[src/mas_pkg.sv]
// ----------------------------------------------------------------------------
// mas_pkg: shared types and constants for the MPEG audio stream sniffer
// Header layout, tag and sync codes, frame kind codes and beat/verdict types.
// ----------------------------------------------------------------------------
`default_nettype none

package mas_pkg;

	// header gathered before each check
	localparam int HDR_LEN = 10;

	// tag marker bytes "ID3"
	localparam logic [7:0] TAG_ID0 = 8'h49;
	localparam logic [7:0] TAG_ID1 = 8'h44;
	localparam logic [7:0] TAG_ID2 = 8'h33;

	// footer-present flag in header byte 5, and the footer length added
	localparam logic [7:0]  TAG_FOOTER_FLAG = 8'h10;
	localparam logic [29:0] TAG_FOOTER_LEN  = 30'd10;

	// frame sync
	localparam logic [7:0] SYNC_BYTE = 8'hFF;
	localparam logic [7:0] SYNC_MASK = 8'hFE;
	localparam logic [7:0] SYNC_V1L3 = 8'hFA;
	localparam logic [7:0] SYNC_V1L2 = 8'hFC;
	localparam logic [7:0] SYNC_V2L3 = 8'hF2;
	localparam logic [7:0] SYNC_V2L2 = 8'hF4;
	localparam logic [7:0] SYNC_V2AAC = 8'hF8;
	localparam logic [7:0] SYNC_V4AAC = 8'hF0;

	// frame kind codes
	localparam logic [2:0] KIND_NONE  = 3'd0;
	localparam logic [2:0] KIND_V1L3  = 3'd1;
	localparam logic [2:0] KIND_V1L2  = 3'd2;
	localparam logic [2:0] KIND_V2L3  = 3'd3;
	localparam logic [2:0] KIND_V2L2  = 3'd4;
	localparam logic [2:0] KIND_V2AAC = 3'd5;
	localparam logic [2:0] KIND_V4AAC = 3'd6;

	// one input beat
	typedef struct packed {
		logic [7:0] data;
		logic       eos;
	} beat_t;

	// verdict produced by the core for one beat
	typedef struct packed {
		logic       hit;
		logic       accepted;
		logic [2:0] kind;
	} verdict_t;

	// map first two header bytes to a frame kind
	function automatic logic [2:0] sync_kind(input logic [7:0] b0, input logic [7:0] b1);
		logic [7:0] code;
		logic [2:0] kind;
		code = b1 & SYNC_MASK;
		unique case (code)
			SYNC_V1L3:  kind = KIND_V1L3;
			SYNC_V1L2:  kind = KIND_V1L2;
			SYNC_V2L3:  kind = KIND_V2L3;
			SYNC_V2L2:  kind = KIND_V2L2;
			SYNC_V2AAC: kind = KIND_V2AAC;
			SYNC_V4AAC: kind = KIND_V4AAC;
			default:    kind = KIND_NONE;
		endcase
		if (b0 != SYNC_BYTE) begin
			kind = KIND_NONE;
		end
		return kind;
	endfunction

endpackage

`default_nettype wire

[src/mas_in_reg.sv]
// ----------------------------------------------------------------------------
// mas_in_reg: input register stage
// Captures one beat per cycle while not stalled and holds it until the core takes it.
// ----------------------------------------------------------------------------
`default_nettype none

module mas_in_reg (
	input  wire logic           clk,
	input  wire logic           arst_n,
	input  wire logic           in_valid,
	output logic                in_stall,
	input  wire logic [7:0]     data_byte,
	input  wire logic           end_of_stream,
	input  wire logic           advance,
	output logic                valid_s1,
	output mas_pkg::beat_t      beat_s1
);

	logic load;

	// stage is free when empty or being drained this cycle
	assign in_stall = valid_s1 && !advance;
	assign load     = in_valid && !in_stall;

	// valid flag
	always_ff @(posedge clk or negedge arst_n) begin
		if (!arst_n) begin
			valid_s1 <= 1'b0;
		end else if (load) begin
			valid_s1 <= 1'b1;
		end else if (advance) begin
			valid_s1 <= 1'b0;
		end
	end

	// payload
	always_ff @(posedge clk) begin
		if (load) begin
			beat_s1.data <= data_byte;
			beat_s1.eos  <= end_of_stream;
		end
	end

endmodule

`default_nettype wire

[src/mas_core.sv]
// ----------------------------------------------------------------------------
// mas_core: header gather, tag skip and sync verdict
// Per-beat state update; the verdict is combinational on the stage-1 beat.
// ----------------------------------------------------------------------------
`default_nettype none

module mas_core (
	input  wire logic           clk,
	input  wire logic           arst_n,
	input  wire logic           advance,
	input  wire mas_pkg::beat_t beat_s1,
	output mas_pkg::verdict_t   verdict
);

	localparam logic [1:0] PH_GATHER = 2'd0;
	localparam logic [1:0] PH_SKIP   = 2'd1;
	localparam logic [1:0] PH_DONE   = 2'd2;
	localparam logic [1:0] PH_SPARE  = 2'd3;

	localparam logic [3:0] CNT_LEN  = 4'(mas_pkg::HDR_LEN);
	localparam logic [3:0] CNT_LAST = 4'(mas_pkg::HDR_LEN - 1);

	// header bytes 0..len-2; the last byte is the current beat
	logic [7:0]  hdr_q [mas_pkg::HDR_LEN-1];
	logic [3:0]  count_q, count_d, cnt;
	logic [29:0] skip_q, skip_d, skip_dec;
	logic [1:0]  phase_q, phase_d;
	logic [29:0] tag_size;
	logic        is_tag;
	logic        pending;
	logic        hdr_wr;

	// tag size: 7 bits per place, OR-ed unmasked, plus optional footer
	always_comb begin
		tag_size = {1'b0, hdr_q[6], 21'b0} | {8'b0, hdr_q[7], 14'b0} |
			{15'b0, hdr_q[8], 7'b0} | {22'b0, beat_s1.data};
		if ((hdr_q[5] & mas_pkg::TAG_FOOTER_FLAG) == mas_pkg::TAG_FOOTER_FLAG) begin
			tag_size = tag_size + mas_pkg::TAG_FOOTER_LEN;
		end
	end

	assign is_tag = (hdr_q[0] == mas_pkg::TAG_ID0) && (hdr_q[1] == mas_pkg::TAG_ID1) &&
		(hdr_q[2] == mas_pkg::TAG_ID2);
	assign cnt      = (count_q >= CNT_LEN) ? 4'd0 : count_q;
	assign skip_dec = (skip_q != 30'd0) ? skip_q - 30'd1 : skip_q;

	// next state and verdict
	always_comb begin
		count_d = count_q;
		skip_d  = skip_q;
		phase_d = phase_q;
		hdr_wr  = 1'b0;
		verdict = '0;
		pending = (phase_q == PH_GATHER) || (phase_q == PH_SKIP);
		unique case (phase_q)
			PH_GATHER: begin
				if (cnt == CNT_LAST) begin
					count_d = 4'd0;
					if (is_tag) begin
						if (tag_size == 30'd0) begin
							verdict.hit = 1'b1;
							phase_d     = PH_DONE;
						end else begin
							skip_d  = tag_size;
							phase_d = PH_SKIP;
						end
					end else begin
						verdict.hit  = 1'b1;
						verdict.kind = mas_pkg::sync_kind(hdr_q[0], hdr_q[1]);
						phase_d      = PH_DONE;
					end
				end else begin
					hdr_wr  = 1'b1;
					count_d = cnt + 4'd1;
				end
			end
			PH_SKIP: begin
				skip_d = skip_dec;
				if (skip_dec == 30'd0) begin
					phase_d = PH_GATHER;
				end
			end
			PH_DONE, PH_SPARE: begin
				phase_d = phase_q;
			end
			default: begin
				phase_d = PH_GATHER;
			end
		endcase
		// last byte: reject if still undecided, then re-arm
		if (beat_s1.eos) begin
			if (pending && !verdict.hit) begin
				verdict.hit  = 1'b1;
				verdict.kind = mas_pkg::KIND_NONE;
			end
			count_d = 4'd0;
			skip_d  = 30'd0;
			phase_d = PH_GATHER;
		end
		verdict.accepted = (verdict.kind != mas_pkg::KIND_NONE);
	end

	// control state
	always_ff @(posedge clk or negedge arst_n) begin
		if (!arst_n) begin
			count_q <= 4'd0;
			skip_q  <= 30'd0;
			phase_q <= PH_GATHER;
		end else if (advance) begin
			count_q <= count_d;
			skip_q  <= skip_d;
			phase_q <= phase_d;
		end
	end

	// header store
	always_ff @(posedge clk) begin
		if (advance && hdr_wr) begin
			hdr_q[cnt] <= beat_s1.data;
		end
	end

endmodule

`default_nettype wire

[src/mpeg_audio_stream_sniffer.sv]
// ----------------------------------------------------------------------------
// mpeg_audio_stream_sniffer: ID3v2 tag skip and MPEG/AAC sync detect
//
// Input channel: one file byte per beat (data_byte, end_of_stream) on
// in_valid / in_stall. Output channel: one verdict beat (accepted,
// frame_kind) on out_valid / out_stall, at most one per input byte.
// The block gathers a 10-byte header; a nonzero-size ID3 tag header makes
// it skip the tag and gather again, a zero-size one gives a rejection, any
// other header gives the verdict. A stream that ends undecided gives a
// rejection on its last byte; bytes after a verdict give nothing, and the
// last byte re-arms the block for a new file. Throughput: one byte per
// cycle while out_stall holds no pending verdict. The deciding byte is
// held in the input register, then its verdict beat in the result register.
// Reset clears the pipeline and returns to header gathering.
// When out_stall holds a pending verdict, the byte in the input register
// waits and in_stall rises until the verdict is taken.
// ----------------------------------------------------------------------------
`default_nettype none

module mpeg_audio_stream_sniffer (
	input  wire logic       clk,
	input  wire logic       arst_n,
	input  wire logic       in_valid,
	output logic            in_stall,
	input  wire logic [7:0] data_byte,
	input  wire logic       end_of_stream,
	output logic            out_valid,
	input  wire logic       out_stall,
	output logic            accepted,
	output logic [2:0]      frame_kind
);

	logic              valid_s1;
	mas_pkg::beat_t    beat_s1;
	mas_pkg::verdict_t verdict;
	logic              advance;
	logic              out_valid_s2;
	logic              accepted_s2;
	logic [2:0]        kind_s2;

	// stage 1 moves on unless a held verdict blocks the result register
	assign advance = valid_s1 && !(out_valid_s2 && out_stall);

	mas_in_reg u_in_reg (
		.clk           (clk),
		.arst_n        (arst_n),
		.in_valid      (in_valid),
		.in_stall      (in_stall),
		.data_byte     (data_byte),
		.end_of_stream (end_of_stream),
		.advance       (advance),
		.valid_s1      (valid_s1),
		.beat_s1       (beat_s1)
	);

	mas_core u_core (
		.clk     (clk),
		.arst_n  (arst_n),
		.advance (advance),
		.beat_s1 (beat_s1),
		.verdict (verdict)
	);

	// result register valid
	always_ff @(posedge clk or negedge arst_n) begin
		if (!arst_n) begin
			out_valid_s2 <= 1'b0;
		end else if (advance && verdict.hit) begin
			out_valid_s2 <= 1'b1;
		end else if (!out_stall) begin
			out_valid_s2 <= 1'b0;
		end
	end

	// result payload
	always_ff @(posedge clk) begin
		if (advance && verdict.hit) begin
			accepted_s2 <= verdict.accepted;
			kind_s2     <= verdict.kind;
		end
	end

	assign out_valid  = out_valid_s2;
	assign accepted   = accepted_s2;
	assign frame_kind = kind_s2;

endmodule

`default_nettype wire
[config.mk]
export PLATFORM = sky130hd
export DESIGN_NAME = mpeg_audio_stream_sniffer
export DESIGN_NICKNAME = d
export VERILOG_FILES = /design/src/mas_pkg.sv /design/src/mas_in_reg.sv /design/src/mas_core.sv /design/src/mpeg_audio_stream_sniffer.sv
export SDC_FILE = /design/constraint.sdc
export NUM_CORES = 1
export LEC_CHECK = 0
export BUFFER_PORTS_ARGS = -buffer_cell sky130_fd_sc_hd__buf_2
export CELL_PAD_IN_SITES_DETAIL_PLACEMENT = 0
export CELL_PAD_IN_SITES_GLOBAL_PLACEMENT = 1
export CORE_MARGIN = 8
export CORE_UTILIZATION = 50
export DETAILED_ROUTE_END_ITERATION = 8
export PLACE_DENSITY = 0.9
export SYNTH_ARGS = -nofsm -noshare
export SYNTH_HDL_FRONTEND = slang
export SYNTH_SLANG_ARGS = --single-unit
[constraint.sdc]
create_clock -name clk -period 4.6 [get_ports clk]
set_input_delay 0 -clock clk [delete_from_list [all_inputs] [get_ports clk]]
set_output_delay 0 -clock clk [all_outputs]
set_load 0.02 [all_outputs]
* Yosys cells after proc, flatten, opt, wreduce, memory -nomap -nowiden *
Memory sizes are Yosys's and may differ from the RTL's.
Index checks and enable logic that the tools add are counted.

cells by class
  mux-type cells = 38
  equal/unequal tests = 20
  reduce and logical (&&, ||, !) cells = 26
  magnitude comparators = 1
  add/sub/neg operators = 3
  bitwise gates (word level) = 3

operator list
  cell                                                 count
  2-to-1 mux 30 bit                                    6
  logical NOT 30 bit                                   2
  one-hot mux 30 bit (2 select lines)                  1
  == test 7 bit (second input constant)                6
  adder 30 x 4 -> 30 bit (second input constant)       1
  bitwise OR 30 x 15 -> 30 bit                         1
  bitwise OR 30 x 8 -> 30 bit                          1
  nonzero test 30 bit                                  1
  subtractor 30 x 1 -> 30 bit (second input constant)  1
  bitwise OR 29 x 22 -> 29 bit                         1
  2-to-1 mux 3 bit                                     6
  one-hot mux 3 bit (6 select lines)                   1
  == test 8 x 7 -> 1 bit (second input constant)       2
  2-to-1 mux 4 bit                                     4
  2-to-1 mux 1 bit                                     14
  2-to-1 mux 2 bit                                     5
  logical AND 1 bit                                    9
  != test 3 bit (second input constant)                3
  == test 8 x 6 -> 1 bit (second input constant)       1
  != test 8 bit (second input constant)                1
  nonzero test 3 bit                                   2
  AND reduction 5 bit                                  1
  adder 4 x 1 -> 4 bit (second input constant)         1
  == test 2 bit (second input constant)                2
  14 further kinds                                     18

storage, ports and cells
  memories kept = 1
  logic and storage cells = 101
  RAM bits = 72
  output and inout port bits = 6
  register bits after elaboration = 51

memory list
  memory        words  width  rd ports  clocked after Yosys merged registers in  write ports  RTL line        text
  u_core.hdr_q  9      8      7         0                                        1            mas_core.sv:24  logic [7:0] hdr_q [mas_pkg::HDR_LEN-1];

* Logic depth before layout (Yosys ltp) *
Gate-level depths: netlist (run 1).
An unclocked memory read counts as a cell.

  depth after elaboration = 17
  depth in mapped cells = 11

* Cells and area by module *
A second synthesis (run 1) with hierarchy kept.

unflattened totals
  cells, all modules = 600
  area, all modules = 6,143.4 um^2

modules (own cells, without submodules)
  module                     area each (um^2)  cells each  instances  seq. area each (um^2)
  mas_core                   5,647.9           576         1          2,372.3
  mas_in_reg                 327.8             14          1          295.3
  mpeg_audio_stream_sniffer  167.7             10          1          145.1

* Worst setup path before layout (run 1) *
OpenSTA, ideal clock, no wires.

  kind = reg-to-reg
  start = reg u_in_reg.beat_s1[2] (netlist name)
  end = reg accepted_s2 (netlist: accepted), enable pin
  setup time = 0.329 ns
  setup slack = 1.434 ns
  arrival = 2.837 ns
  cell stages (with the launch flop) = 12
  path buffers = 2
  period minus slack after synthesis = 3.166 ns
  cells stage by stage = edfxtp_1 -> ha_1 -> o211ai_4 -> or3_1 -> a211oi_1 -> nand4_1 -> nor4_4 -> and2_1 -> clkbuf_1 -> buf_2 -> a211oi_1 -> nor2_1

between the ends
  word-level cells in the longest chain between the ends = 13

ends and longest elaborated chain
  what                           RTL line                         text
  bitwise OR 30 x 8 -> 30 bit *  mas_core.sv:36                   {15'b0, hdr_q[8], 7'b0} | {22'b0, beat_s1.data};
  adder 30 x 4 -> 30 bit         mas_core.sv:38                   tag_size = tag_size + mas_pkg::TAG_FOOTER_LEN;
  2-to-1 mux 30 bit *            mas_core.sv:37                   if ((hdr_q[5] & mas_pkg::TAG_FOOTER_FLAG) == mas_pkg::TAG_FOOTER_FLAG) begin
  logical NOT 30 bit *           mas_core.sv:60                   if (tag_size == 30'd0) begin
  2-to-1 mux 1 bit *             mas_core.sv:60
  2-to-1 mux 1 bit *             mas_core.sv:59                   if (is_tag) begin
  2-to-1 mux 1 bit *             mas_core.sv:57                   if (cnt == CNT_LAST) begin
  2-to-1 mux 1 bit *             mas_core.sv:55                   unique case (phase_q)
  logical NOT 1 bit              mas_core.sv:92                   if (pending && !verdict.hit) begin
  logical AND 1 bit              mas_core.sv:92
  2-to-1 mux 1 bit               mas_core.sv:92
  2-to-1 mux 1 bit *             mas_core.sv:91                   if (beat_s1.eos) begin
  logical AND 1 bit *            mpeg_audio_stream_sniffer.sv:77  if (advance && verdict.hit) begin
  end signal: assignment         mpeg_audio_stream_sniffer.sv:78  accepted_s2 <= verdict.accepted;
  end: declaration               mpeg_audio_stream_sniffer.sv:38  logic accepted_s2;

Every way passes the cells marked *; elsewhere a longest branch is shown, timed or not.
A chain may end at the register's enable or synchronous reset.

* Worst setup path in the final report (run 1) *
  start = reg u_in_reg.beat_s1[2] (netlist name)
  end = reg u_core.skip_q[9]

between the ends
  word-level cells in the longest chain between the ends = 8
  elaborated cells between the ends (all ways) = 11

ends and longest elaborated chain
  what                                                                        RTL line         text
  bitwise OR 30 x 8 -> 30 bit *                                               mas_core.sv:36
  adder 30 x 4 -> 30 bit                                                      mas_core.sv:38
  2-to-1 mux 30 bit *                                                         mas_core.sv:37
  parallel branches: the longest is 5 deep, another holds logical NOT 30 bit  n/a
  end signal: assignment                                                      mas_core.sv:111  skip_q <= skip_d;
  end: declaration                                                            mas_core.sv:26   logic [29:0] skip_q, skip_d, skip_dec;

Mark *: on every way between the ends. The select of a mux whose other input is x is not followed.

==> results of run 1 <==
## cell type report
| class | count | area share (%) |
|---|---|---|
| tap | 172 | 2.99 |
| timing repair buffer | 42 | 4.21 |
| inverter | 27 | 1.41 |
| clock buffer | 9 | 3.13 |
| sequential | 100 | 39.1 |
| clock inverter | 7 | 0.905 |
| multi-input combinational | 534 | 48.2 |
## power breakdown
part | total, uW | leakage (uW) | internal, uW | switching (uW)
Sequential | 1370 | 0.00106 | 1130 | 243
Combinational | 996 | 0.00132 | 367 | 629
Clock | 753 | 0.000144 | 380 | 373
Total | 3120 | 0.00252 | 1880 | 1240
## cells by family (layout without fill, tap and decap cells)
group	Yosys count	count (layout)	synth area share [%]
simple gates	300	300	25.8
compound gates	191	191	21.2
flops	100	100	43.0
buf+inv	63	85	4.02
xor+xnor	36	36	4.82
mux	4	4	0.631
fa+ha+maj	3	3	0.574
## metrics by stage
stage	setup slack, ns	hold slack (ns)	cells	total power [uW]	util [%]
finish	0.718	0.304	891	3120	56.7
detailed placement	0.777	0.178	862	2340	53.4
floorplan	1.43	-0.296	697	2040	-
global placement	0.933	0.177	862	2320	53.4
global route	0.368	0.350	891	3280	56.7
CTS	0.788	0.328	891	3090	56.7
## layer usage
layer | vias up | GRT usage (%)
li1 | 2736 | -
met1 | 2833 | 30.4
met2 | 309 | 38.1
met3 | 60 | 4.16
met4 | 0 | 11.5
met5 | - | 0
## critical path: stages, from the launching register on
cell and delay (ns):
edfxtp_1 0.59, ha_1 0.34, o211ai_4 0.17, nor3_2 0.29, nand4_1 0.21, mux2i_1 0.16
o31ai_1 0.64, a21oi_1 0.35, or3_1 0.64, a221o_1 0.39
## cell usage in the layout, fill, tap and decap left out, types with 11 or more instances in the layout
master         count
a21oi_1           32
buf_2             18
buf_4             11
dfrtp_1           38
dlygate4sd3_1     13
edfxtp_1          62
inv_1             26
nand2_1           47
nand2b_1          18
nand3_1           21
nand4_1           15
nor2_1            71
nor3_1            27
nor4_1            19
o21ai_0           40
o22ai_1           12
o32ai_1           22
or3_1             12
xnor2_1           23
xor2_1            13
## timing repair
action | in CTS | in global routing
gates resized for setup | 0 | 0
hold buffers | 13 | 0
endpoints found under the hold margin | 49 | 0
## sequential cells by signal (all words and copies together), names as in the netlist
signal / count
frame_kind: 3
out_valid: 1
accepted: 1
u_core.count_q: 4
u_core.hdr_q: 49
u_in_reg.valid_s1: 1
u_core.skip_q: 30
u_core.phase_q: 2
u_in_reg.beat_s1: 9
## worst max-delay path by stage
stage | from | end | slack (ns)
floorplan | u_in_reg.beat_s1[2]$_DFFE_PP_ | accepted$_DFFE_PP_ | 1.43
detailed placement | u_in_reg.beat_s1[2]$_DFFE_PP_ | u_core.skip_q[9]$_DFFE_PN0P_ | 0.78
global route | u_in_reg.beat_s1[2]$_DFFE_PP_ | u_core.skip_q[9]$_DFFE_PN0P_ | 0.37
finish | u_in_reg.beat_s1[2]$_DFFE_PP_ | u_core.skip_q[9]$_DFFE_PN0P_ | 0.72
global placement | u_in_reg.beat_s1[2]$_DFFE_PP_ | u_core.skip_q[9]$_DFFE_PN0P_ | 0.93
CTS | u_in_reg.beat_s1[2]$_DFFE_PP_ | u_core.skip_q[9]$_DFFE_PN0P_ | 0.79
==> metrics.md, run 1 <==
| Metric | Value |
|---|---|
| Tcrit/Tclk final | `84.4%` |
| Least-Margin Pin Slew | `between 0.9 and 1 ns` |
| First-pass GRT wire length | `30800 um` |
| Leakage | `0.00252 uW` |
| Routed vias | `slightly below 6000` |
| Area delta synth->final | `9.89%` |
| Top layer in use | `met4` |
| Clk_lat worst skew | `0.37 ns` |
| Routed Antenna Nets | `0` |
| Wire length after detailed routing | `between 15000 and 20000 um` |
| Main synth FF type | `edfxtp_1` |
| Slew Viols, Final | `0` |
| Die width | `between 100 and 150 um` |
| Outcome | `complete, no violations` |
| Seq cells post-synth | `100` |
| Setup TNS Final | `0 ns` |
| Total CTS buffers | `9` |
| PwrDens | `about 430 mW/mm2` |
| Reg clk slew, reported paths | `~0.080 ns` |
| Remaining routing DRC violations | `0` |
| IO buf count | `18` |
| Post-synth net total | `between 700 and 800` |
| WP data required | `roughly 4.9 ns` |
| Reg2reg path depth | `9` |
| Area of the multi-input gates | `between 0.003 and 0.004 mm2` |
| Met3 wire len | `approximately 1500 um` |
| Relative slew slack | `38.2%` |
| Rows | `a little over 40` |
| # IOs | `19` |
| Worst reg-to-reg setup slack | `between 0.7 and 0.8 ns` |
| Post-synth top area share | `between 20 and 30%` |
| Cell taking the most area after synthesis | `edfxtp_1` |
| R2R Path Start | `u_in_reg.beat_s1[2]$_DFFE_PP_` |
| Hold Crit Class | `in -> async` |
| Final nets | `730` |
| Die area | `approximately 0.017 mm2` |
| Syn Std Cell Area | `0.00654 mm2` |
| Core ar. | `about 0.013 mm2` |
| Seq/Total Area, Yosys | `43.0%` |
| Clock Skew | `about 0.014 ns` |
| Fraction of registers with async set/reset | `between 30% and 40%` |
| Endpoint type of the worst setup path | `register` |
| Placement Cell Area | `a little under 0.007 mm2` |
| Initial Utilization | `between 50% and 60%` |
| Fill cells | `about 1100` |
| Clk sinks | `100` |
| Vias in the first global route | `roughly 5600` |
| Total track usage | `a little under a quarter` |
| Setup Viol. Count Final | `0` |
| Synth unique cells | `76` |
| Post-CTS setup buffer count | `0` |
| F_max | `258 MHz` |
| RSZ-0062 raised after global routing | `no` |
| Root Driver | `clkbuf_16` |
| Final hold violation count | `0` |
| Max-cap violation count | `0` |
| Met2 WL | `~9000 um` |
| Drt first pass iters | `6` |
| CTS tree | `built` |
| Die Height | `approximately 130 um` |
| Synthesized area per cell | `9.38 um2` |
| Critical path type | `reg -> reg` |
| Critical Path AT | `~4.1 ns` |
| Initial antenna violation count | `0` |
| Largest net degree at the start of global routing | `39` |
| Maximum resistive drop on vdd | `~0.00035 V` |
| Initial DRC count | `just under 800` |
| Finished Cell Area | `0.00719 mm2` |
| Most common cell in the netlist | `nor2_1` |
| GR Overflow Total | `0` |
| Inserted Diodes | `0` |
| Routability congestion estimate from global placement | `between 1 and 1.5` |
| Via density | `about 6.7` |
| DR WL/cell | `around 22 um` |
| Synth Instances | `697` |
| Crit-path max FO | `14` |
| M1 wire length | `7970 um` |
| Reg area | `approximately 0.0028 mm2` |
| Startpoint type of the worst setup path | `register` |
| Commonest cells in the netlist | `nor2_1, edfxtp_1, nand2_1, o21ai_0, dfrtp_1` |
| Largest cells by area after synthesis | `edfxtp_1, dfrtp_1, nor2_1` |
| HPWL Detailed | `between 10000 and 15000 um` |
| Layout cells sized above 1 | `9.60%` |
| Worst reg2reg endpoint | `u_core.skip_q[9]$_DFFE_PN0P_` |
| Synthesis Warnings | `0` |
| EDFF count, synth | `between 60 and 70` |
| Max Buffers Root-to-Sink | `2` |
| Crit path time final | `approximately 3.9 ns` |
| H-tree levels | `3` |
Power figures use the tool's default switching activity.
==> run 2: changes to the inputs <==
Clock period 4.6 ns to 3.7 ns, I/O delays scaled along.
==> metrics.md, run 2 (same netlist as run 1, synthesis figures left out) <==
| Metric | Value |
|---|---|
| Outcome | `complete, no violations (unchanged)` |
| Clock Skew | `0.00917 ns (was 0.0136 ns)` |
| Initial antenna violation count | `0 (unchanged)` |
| Crit path cell chain | `or3_1 -> or3_1 -> nor4_4 -> mux2i_1 -> a2111oi_1 -> o2111ai_1 -> o21ai_1 -> nand2_1 (was ha_1 -> o211ai_4 -> nor3_2 -> nand4_1 -> mux2i_1 -> o31ai_1 -> a21oi_1 -> or3_1 -> a221o_1)` |
| Worst setup margin | `0.173 ns (was 0.718 ns)` |
| Sw Share | `40.0% (was 39.9%)` |
| RSZ-0062 raised after global routing | `no (unchanged)` |
| P_int | `2390 uW (was 1880 uW)` |
| CTS tree | `built (unchanged)` |
| Post-CTS setup buffer count | `0 (unchanged)` |
| Hold Crit Class | `in -> async (unchanged)` |
| First-pass GRT wire length | `32200 um (was 30800 um)` |
| Reg power frac | `43.0% (was 44.0%)` |
| Most used cell, CP | `or3_1` |
| Die width | `130 um (unchanged)` |
| Tcrit/Tclk final | `95.3% (was 84.4%)` |
| Area delta synth->final | `12.0% (was 9.89%)` |
| GR Overflow Total | `0 (unchanged)` |
| Layout cells sized above 1 | `11.7% (was 9.60%)` |
| Slowest CP cell | `or3_1 (was o31ai_1)` |
| WP data required | `3.95 ns (was 4.85 ns)` |
| Crit path time final | `3.53 ns (was 3.88 ns)` |
| F_max | `284 MHz (was 258 MHz)` |
| Endpoint type of the worst setup path | `register (unchanged)` |
| Setup TNS Final | `0 ns (unchanged)` |
| # IOs | `19 (unchanged)` |
| Slew Viols, Final | `0 (unchanged)` |
| Inserted Diodes | `0 (unchanged)` |
| DR WL/cell | `22.1 um (was 21.6 um)` |
| Drt first pass iters | `5 (was 6)` |
| Die Height | `130 um (unchanged)` |
| Leakage | `0.00260 uW (was 0.00252 uW)` |
| Startpoint type of the worst setup path | `register (unchanged)` |
| Relative slew slack | `38.4% (was 38.2%)` |
| Biggest regs | `u_core.hdr_q: 49 flops, u_core.skip_q: 30 flops, u_in_reg.beat_s1: 9 flops (unchanged)` |
| IO buf count | `18 (unchanged)` |
| Share of power burned in the clock network | `24.1% (about the same)` |
| Critical Path AT | `3.77 ns (was 4.13 ns)` |
| Initial Utilization | `51.6% (unchanged)` |
| Setup Viol. Count Final | `0 (unchanged)` |
| Rows | `41 (unchanged)` |
| Via density | `6.66 (about the same)` |
| Reg clk slew, reported paths | `0.07 ns (was 0.08 ns)` |
| Combinational Power Share | `32.9% (was 31.9%)` |
| Routed Antenna Nets | `0 (unchanged)` |
| Most common cell after layout, fill and taps aside | `nor2_1 (unchanged)` |
| Final hold violation count | `0 (unchanged)` |
| Crit-path max FO | `9 (was 14)` |
| Remaining routing DRC violations | `0 (unchanged)` |
| Switch Pwr | `1590 uW (was 1240 uW)` |
| Routed vias | `6046 (was 5938)` |
| PwrDens | `543 mW/mm2 (was 434 mW/mm2)` |
| Core ar. | `0.0127 mm2 (unchanged)` |
| Root Driver | `clkbuf_16 (unchanged)` |
| Start point of the critical path | `u_core.skip_q[19]$_DFFE_PN0P_ (was u_in_reg.beat_s1[2]$_DFFE_PP_)` |
| Vias in the first global route | `5810 (was 5594)` |
| Wire length after detailed routing | `20100 um (was 19200 um)` |
| Number of flip-flops in the largest register | `49 (unchanged)` |
| Slowest stage delay, CP | `0.60 ns (was 0.64 ns)` |
| Total track usage | `24.8% (was 23.7%)` |
| Final nets | `747 (was 730)` |
| Most frequent cells in the layout | `nor2_1, edfxtp_1, nand2_1 (unchanged)` |
| Post-Place Setup Slack | `0.192 ns (was 0.777 ns)` |
| Max Buffers Root-to-Sink | `2 (unchanged)` |
| Total CTS buffers | `9 (unchanged)` |
| Routability congestion estimate from global placement | `0.958 (was 1.01)` |
| Initial DRC count | `887 (was 779)` |
| Critical path type | `reg -> reg (unchanged)` |
| HPWL Detailed | `14500 um (was 13900 um)` |
| R2R Path Start | `u_core.skip_q[19]$_DFFE_PN0P_ (was u_in_reg.beat_s1[2]$_DFFE_PP_)` |
| Largest Register | `u_core.hdr_q (unchanged)` |
| Maximum resistive drop on vdd | `0.000457 V (was 0.000352 V)` |
| Largest net degree at the start of global routing | `39 (unchanged)` |
| H-tree levels | `3 (unchanged)` |
| Clk sinks | `100 (unchanged)` |
| Least-Margin Pin Slew | `0.924 ns (was 0.927 ns)` |
| Max-cap violation count | `0 (unchanged)` |
| Clk_lat worst skew | `0.36 ns (was 0.37 ns)` |
| Die area | `0.0170 mm2 (unchanged)` |
[run 2: worst paths after layout]
path | endpoint | slack [ns] | cells past startpoint
max in group asynchronous | u_core.skip_q[19]$_DFFE_PN0P_ | 2.81 | 2
setup / recovery | u_core.phase_q[0]$_DFFE_PN0P_ | 0.17 | 8
min in group clk | u_in_reg.beat_s1[5]$_DFFE_PP_ | 0.34 | 2
hold / removal | u_core.skip_q[14]$_DFFE_PN0P_ | 0.31 | 2
setup reg to reg | u_core.phase_q[0]$_DFFE_PN0P_ | 0.17 | 8
hold reg to reg | out_valid$_DFFE_PN0P_ | 0.56 | 2
[run 2: timing repair]
action                                 CTS  global route
hold buffers                            13             0
setup endpoints to repair                0             1
endpoints found under the hold margin   49             0
gates resized for setup                  0             1
[run 2: final cells by class]
cell class	instances	area, um2
clock inverters	7	75.1
clock buffers	9	225
flip-flops and latches	100	2810
repair buffers	59	430
fillers	1108	5350
well taps	172	215
inverters	27	101
multi-input cells	534	3460
[run 2: critical path: cells and delay by family (launching register included)]
kind / cells / cell delay [ns]
flip-flops: 1 / 0.44
AND/OR/NAND/NOR: 4 / 1.72
AO/OA/AOI/OAI: 3 / 1.09
multiplexers: 1 / 0.16
[run 2: stage by stage]
step / power, uW / area [um2] / instances / hold slack, ns / utilization [%]
4_1_cts: 3930 / 7320 / 908 / 0.338 / 57.8
6_report: 3970 / 7320 / 908 / 0.309 / 57.8
3_5_place_dp: 2970 / 6890 / 879 / 0.178 / 54.4
5_1_grt: 4170 / 7320 / 908 / 0.345 / 57.8
3_3_place_gp: 2960 / 6890 / 879 / 0.177 / 54.4
2_1_floorplan: 2540 / 6540 / 697 / -0.296 / -
[run 2: power groups by stage]
stage,clock network (uW),logic (uW),registers (uW)
floorplan,0,950,1590
global placement,0,1250,1710
detailed placement,0,1260,1710
CTS,967,1280,1690
global route,1010,1420,1740
finish,958,1310,1710
[run 2: per-layer routing]
metal,global-route usage [%],share of wire (%),vias up
met5,0,0,-
met4,9.72,3.4,0
met3,5.92,7.7,53
met2,39.2,47,331
met1,32.1,42,2899
li1,-,-,2763
